===== src/hw/rtl/tcd_pkg.sv =====
package tcd_pkg;

    localparam int TCD_ROWS = 25;
    localparam int TCD_COLS = 80;

    // Access kinds.
    localparam logic [1:0] MODE_CTRL = 2'd0;
    localparam logic [1:0] MODE_DATA = 2'd1;
    localparam logic [1:0] MODE_READ = 2'd2;

    // Control codes accepted while no command is pending.
    localparam logic [7:0] CMD_CLEAR  = 8'd2;
    localparam logic [7:0] CMD_ATTR   = 8'd3;
    localparam logic [7:0] CMD_CURSOR = 8'd4;

    // Command states as reported in the pending field.
    localparam logic [1:0] PEND_IDLE = 2'd0;
    localparam logic [1:0] PEND_ATTR = 2'd1;
    localparam logic [1:0] PEND_ROW  = 2'd2;
    localparam logic [1:0] PEND_COL  = 2'd3;

    // Character codes.
    localparam logic [7:0] CHAR_LF    = 8'd10;
    localparam logic [7:0] CHAR_CR    = 8'd13;
    localparam logic [7:0] CHAR_BLANK = 8'h20;
    localparam logic [7:0] CHAR_DEL   = 8'd127;

    localparam logic [7:0] ATTR_RESET = 8'h0f;

    typedef struct packed {
        logic [1:0] mode;
        logic [7:0] value;
        logic [4:0] view_row;
        logic [6:0] view_col;
    } req_t;

    typedef struct packed {
        logic [7:0] cell_char;
        logic [7:0] cell_attr;
        logic [4:0] cursor_row;
        logic [6:0] cursor_col;
        logic [4:0] scroll_top;
        logic [1:0] pending;
    } resp_t;

    // Strobes from the sequencer to the cell store.
    typedef struct packed {
        logic wr;
        logic rd;
    } ram_cmd_t;

endpackage


===== src/hw/rtl/tcd_addr_unit.sv =====
module tcd_addr_unit #(
    parameter int COLS = 80,
    parameter int RW   = 5,
    parameter int CW   = 7,
    parameter int AW   = 11
) (
    input  logic          clk,
    input  logic [RW-1:0] row,
    input  logic [CW-1:0] col,
    output logic [AW-1:0] addr
);
    import tcd_pkg::*;

    logic [AW-1:0] addr_reg;

    // Row-major cell index, shared by printing and reading.
    always_ff @(posedge clk)
    begin
        addr_reg <= AW'(32'(row) * COLS + 32'(col));
    end

    assign addr = addr_reg;

endmodule


===== config.mk =====
export PLATFORM = sky130hd
export DESIGN_NAME = tcd_addr_unit
export DESIGN_NICKNAME = d
export VERILOG_FILES = /design/src/hw/rtl/tcd_pkg.sv /design/src/hw/rtl/tcd_addr_unit.sv
export SDC_FILE = /design/constraint.sdc
export NUM_CORES = 1
export LEC_CHECK = 0
export BUFFER_PORTS_ARGS = -buffer_cell sky130_fd_sc_hd__buf_2
export CAP_MARGIN = 20
export CORE_MARGIN = 4
export CORE_UTILIZATION = 30
export CTS_CLUSTER_SIZE = 8
export DETAILED_ROUTE_END_ITERATION = 10
export MAX_ROUTING_LAYER = met4
export PLACE_DENSITY = 0.56
export SLEW_MARGIN = 20
export SYNTH_ARGS = -nofsm -noshare
export SYNTH_HDL_FRONTEND = slang
export SYNTH_SLANG_ARGS = --single-unit

===== constraint.sdc =====
create_clock -name clk -period 4.8 [get_ports clk]
set_input_delay 0.96 -clock clk [delete_from_list [all_inputs] [get_ports clk]]
set_output_delay 0.96 -clock clk [all_outputs]
set_load 0.02 [all_outputs]

==> results.cfg, run 1 <==
[outcome]
status = finished clean

[logic_synthesis]
synth_fp_nets = 62
synthSimpleGateAreaFrac = 0.0362
syn_inst = 38
synth_top_family_by_area = adder cells
synth_compound_area_frac = 0.0672
synth.distinct_cells = 10
synthAdderAreaFrac = 0.315
synth_area_per_cell_um2 = 12.7
ys_seq_area_frac = 0.455
synth-seq-cells = 11
synth.mux.area_fraction = 0
synth_warnings = 0
synth-xor-area-share = 0.127
synth.cell_area_um2 = 484

[worst_setup_path]
cp_max_fo = 3
cp_cell_sequence = buf_2 -> ha_1 -> ha_1 -> fa_1 -> xor2_1 -> nand4_1 -> xnor2_1 -> xnor2_1
crit_required_ns = 4.99
worst_ep_arrival_time_ns = 2.66
end_kind = flip-flop
critical_path_class = primary input to flip-flop
endpoint = addr[10]
cp-startpoint = row[1]
slowest_delay_ns = 0.38
crit_slowest_cell = fa_1
cp-start-kind = primary input

[sta]
period_needed_ns = 2.47
fin_tns_setup_ns = 0
finalCritPeriodShare = 0.514
fin_ws_ns = 2.33
hold_viol_final = 0
rsz0062_at_grt = no
max_freq_mhz = 405
final-setup-viol-count = 0
maxSlewViolCount = 0
max-slew-margin-rel = 0.864
worst_pin_slew_ns = 0.204
whs_ns = 0.796

[floorplan]
die_area_um2 = 2320
fp-row-count = 14
die_w_um = 48.2
coreArea_um2 = 1520
start_util = 0.318
die_h_um = 48.2
pin_count = 24

[drt]
drc = 0
wirelength_um = 928
final_antenna_net_count = 0
drt-vias-per-instance = 4.41
wl_per_cell_um = 11.5
drt_iter0_markers = 4
num_vias = 357
drt_first_pass_iters = 3

[cts]
cts_hold_buf = 0
root_buffer = clkbuf_4
cts_setup_buffers = 0
cts.sinks = 11
clockBufferDepth = 2
cts-resized-gates = 0
cts_buffers = 3
cts_tree = yes
h-tree-depth = 1
clkSlewWorstSetupHoldPaths_ns = 0.07

[power]
powerDensity_nw_per_um2 = 383
power_uw = 247
ir_drop_mv = 0.104
leakagePower_nw = 0.347

[global_route]
globalRouteOverflowTotal = 0
grt_pass1_vias = 318
grt_max_degree = 7
antenna_found_initial = 0
grt_util_all_layers = 0.0947
grt_first_pass_wirelength_mm = 1.30

[cells_and_area]
final_core_util = 0.424
nFillCells = 162
final_cell_mix = 23 x buf_2, 11 x dfxtp_1, 9 x ha_1
multi_input_area_um2 = 264
final-seq-area_um2 = 220
fin_nets = 90
areaGrowthSynthToFinish_pct = 33.3
largest_reg_flops = 11
finalInstanceArea_um2 = 646
drive_above_1_share = 0.400
layout_commonest_cell = buf_2
antennaDiodeCount = 0
instances_no_fill = 81

[placement]
gp_congestion = 0.712
portBuffers = 23
pre_cts_slack_ns = 2.05
place_area_um2 = 619
dp_cells = 77

[flow_run]
cap_violations = 0

[worst_hold_path]
hp-class = primary input to flip-flop
hold_depth = 1
## worst min path at each step
| stage | startpoint | to | slack [ns] |
|---|---|---|---|
| after CTS | col[1] | addr[1] | 0.78 |
| after detailed placement | col[1] | addr[1] | 1.06 |
| after global placement | col[2] | addr[2] | 1.07 |
| final | col[1] | addr[1] | 0.80 |
| after global routing | col[1] | addr[1] | 0.78 |
| after floorplan | col[0] | addr[0] | 0.99 |
## worst max-delay path, delay by kind of cell
kind          cells  cell delay, ns
buf+inv           1            0.14
fa+ha+maj         3            0.90
simple gates      1            0.14
xor+xnor          3            0.54
## metal layers
layer | part of all wire | track usage | vias up
met4 | 0.020 | 0.113 | 0
met1 | 0.34 | 0.0850 | 155
met3 | 0.11 | 0.0148 | 2
li1 | - | - | 184
met5 | 0 | - | -
met2 | 0.53 | 0.154 | 16
## synth_stat cells
master,count,area share
dfxtp_1,11,0.45
xor2_1,3,0.054
a21oi_1,2,0.021
nor2_1,1,0.0077
fa_1,2,0.083
nand4_1,1,0.013
nand2_1,2,0.016
a21o_1,3,0.047
xnor2_1,4,0.072
ha_1,9,0.23
## power breakdown
group          internal, mW  switching [mW]  total [mW]
clock                0.0321          0.0280      0.0601
sequential            0.107         0.00289       0.110
combinational        0.0319          0.0452      0.0771
## logic make-up after synthesis
kind of cell / Yosys count
AOI/OAI and AO/OA: 5
xor gates and xnor gates: 7
adders and majority gates: 11
DFF: 11
and+or+nand+nor: 4
## final cells by class
class	count	area share
well taps	16	0.0310
clock buffers	4	0.0407
repair buffers	23	0.178
flip-flops and latches	11	0.341
multi-input cells	27	0.409
Power figures use the tool's default switching activity.
==> inputs of run 2 (changes only) <==
==> constraint.sdc (replaced) <==
create_clock -name clk -period 2.4 [get_ports clk]
set_input_delay 0.48 -clock clk [delete_from_list [all_inputs] [get_ports clk]]
set_output_delay 0.48 -clock clk [all_outputs]
set_load 0.02 [all_outputs]
==> run 2 against run 1 <==
Effect of this change:
- hold slack worse by 0.47 ns
- final area did not move
- utilization did not move
- routed wire length is 11% lower
- combinational power rose by 98%
- count of clock-buffer cells in the layout unchanged
- die area is the same
- sequential share of layout area did not move
- clock power grew 95%
- sequential power is 100% higher
- final cell count unchanged
- critical path depth stayed put
- critical path type unchanged
==> results.cfg, run 2 (same netlist as run 1, synthesis figures left out) <==
[cells_and_area]
instances_no_fill = 81
nFillCells = 153
drive_above_1_share = 0.400
fin_nets = 90
layout_commonest_cell = buf_2
final-seq-area_um2 = 220
areaGrowthSynthToFinish_pct = 33.3
multi_input_area_um2 = 264
largest_reg_flops = 11
antennaDiodeCount = 0
final_cell_mix = 23 x buf_2, 11 x dfxtp_1, 9 x ha_1

[global_route]
globalRouteOverflowTotal = 0
grt_util_all_layers = 0.0870
antenna_found_initial = 0
grt_pass1_vias = 341
grt_max_degree = 7
grt_first_pass_wirelength_mm = 1.28

[drt]
final_antenna_net_count = 0
drc = 0
num_vias = 347
wirelength_um = 825
drt-vias-per-instance = 4.28
drt_first_pass_iters = 1
wl_per_cell_um = 10.2
drt_iter0_markers = 0

[worst_setup_path]
crit_slowest_cell = fa_1
cp_num_buf_inv = 1
cp-start-kind = primary input
worst_ep_arrival_time_ns = 2.19
end_kind = flip-flop
path_depth = 8
crit_required_ns = 2.59
critical_path_class = primary input to flip-flop
slowest_delay_ns = 0.38
crit_family = adder cells
cp_max_fo = 3
cp_cell_sequence = buf_2 -> ha_1 -> ha_1 -> fa_1 -> xor2_1 -> nand4_1 -> xnor2_1 -> xnor2_1

[power]
power_uw = 490
p_int_uw = 342
leakagePower_nw = 0.347
combPwrFrac = 0.312
p_clk_frac = 0.239
powerDensity_nw_per_um2 = 758
sw_frac_of_total = 0.302
p_sw_uw = 148
ir_drop_mv = 0.192
p_seq_frac = 0.449

[cts]
clockBufferDepth = 2
cts-resized-gates = 0
cts.sinks = 11
cts_tree = yes
cts_buffers = 3
cts_hold_buf = 0
clkSlewWorstSetupHoldPaths_ns = 0.06
root_buffer = clkbuf_4
h-tree-depth = 1
cts_setup_buffers = 0

[sta]
fin_tns_setup_ns = 0
hold_viol_final = 0
max_freq_mhz = 499
period_needed_ns = 2.00
finalCritPeriodShare = 0.835
max-slew-margin-rel = 0.855
final-setup-viol-count = 0
worst_pin_slew_ns = 0.217
fin_ws_ns = 0.395
rsz0062_at_grt = no
maxSlewViolCount = 0

[worst_hold_path]
hold_depth = 1
worstHoldEndpoint = addr[1]
hp-class = primary input to flip-flop
min_from = col[1]

[floorplan]
start_util = 0.318
pin_count = 24
coreArea_um2 = 1520
fp-row-count = 14
die_w_um = 48.2
die_h_um = 48.2
die_area_um2 = 2320

[placement]
place_hpwl_um = 729
gp_congestion = 0.718
portBuffers = 23
dp_cells = 77
pre_cts_slack_ns = 0.102

[outcome]
status = finished clean

[flow_run]
cap_violations = 0
## run 2: cell counts in the layout (fill, tap and decap cells not counted)
Identical to the previous run, type by type.
## run 2: cell type report
| cell class | count | area share |
|---|---|---|
| multi-input cells | 27 | 0.409 |
| flip-flops and latches | 11 | 0.341 |
| repair buffers | 23 | 0.178 |
| clock buffers | 4 | 0.0407 |
| well taps | 16 | 0.0310 |
## run 2: worst max-delay path by stage
| stage | from | endpoint | slack, ns |
|---|---|---|---|
| 6_report | row[1] | addr[10] | 0.40 |
| 5_1_grt | row[1] | addr[10] | 0.28 |
| 4_1_cts | row[1] | addr[10] | 0.38 |
| 3_5_place_dp | row[1] | addr[10] | 0.10 |
| 3_3_place_gp | row[1] | addr[10] | 0.16 |
| 2_1_floorplan | row[1] | addr[10] | 0.36 |
## run 2: per-stage QoR
stage / utilization / hold WS, ns / area, um2
after global routing: 0.424 / 0.306 / 646
after CTS: 0.424 / 0.314 / 646
after global placement: 0.406 / 0.587 / 619
final: 0.424 / 0.325 / 646
after floorplan: - / 0.508 / 484
after detailed placement: 0.406 / 0.589 / 619
## run 2: routing by layer
layer,part of all wire,vias up,global-route usage
met5,0,-,-
met1,0.42,144,0.0872
li1,-,185,-
met2,0.46,16,0.128
met3,0.097,2,0.0111
met4,0.023,0,0.113
## run 2: power groups by stage
| stage | sequential (mW) | combinational [mW] | clock (mW) |
|---|---|---|---|
| 6_report | 0.220 | 0.153 | 0.117 |
| 5_1_grt | 0.223 | 0.170 | 0.134 |
| 4_1_cts | 0.221 | 0.157 | 0.126 |
| 3_5_place_dp | 0.225 | 0.156 | 0 |
| 3_3_place_gp | 0.225 | 0.156 | 0 |
| 2_1_floorplan | 0.267 | 0.0606 | 0 |
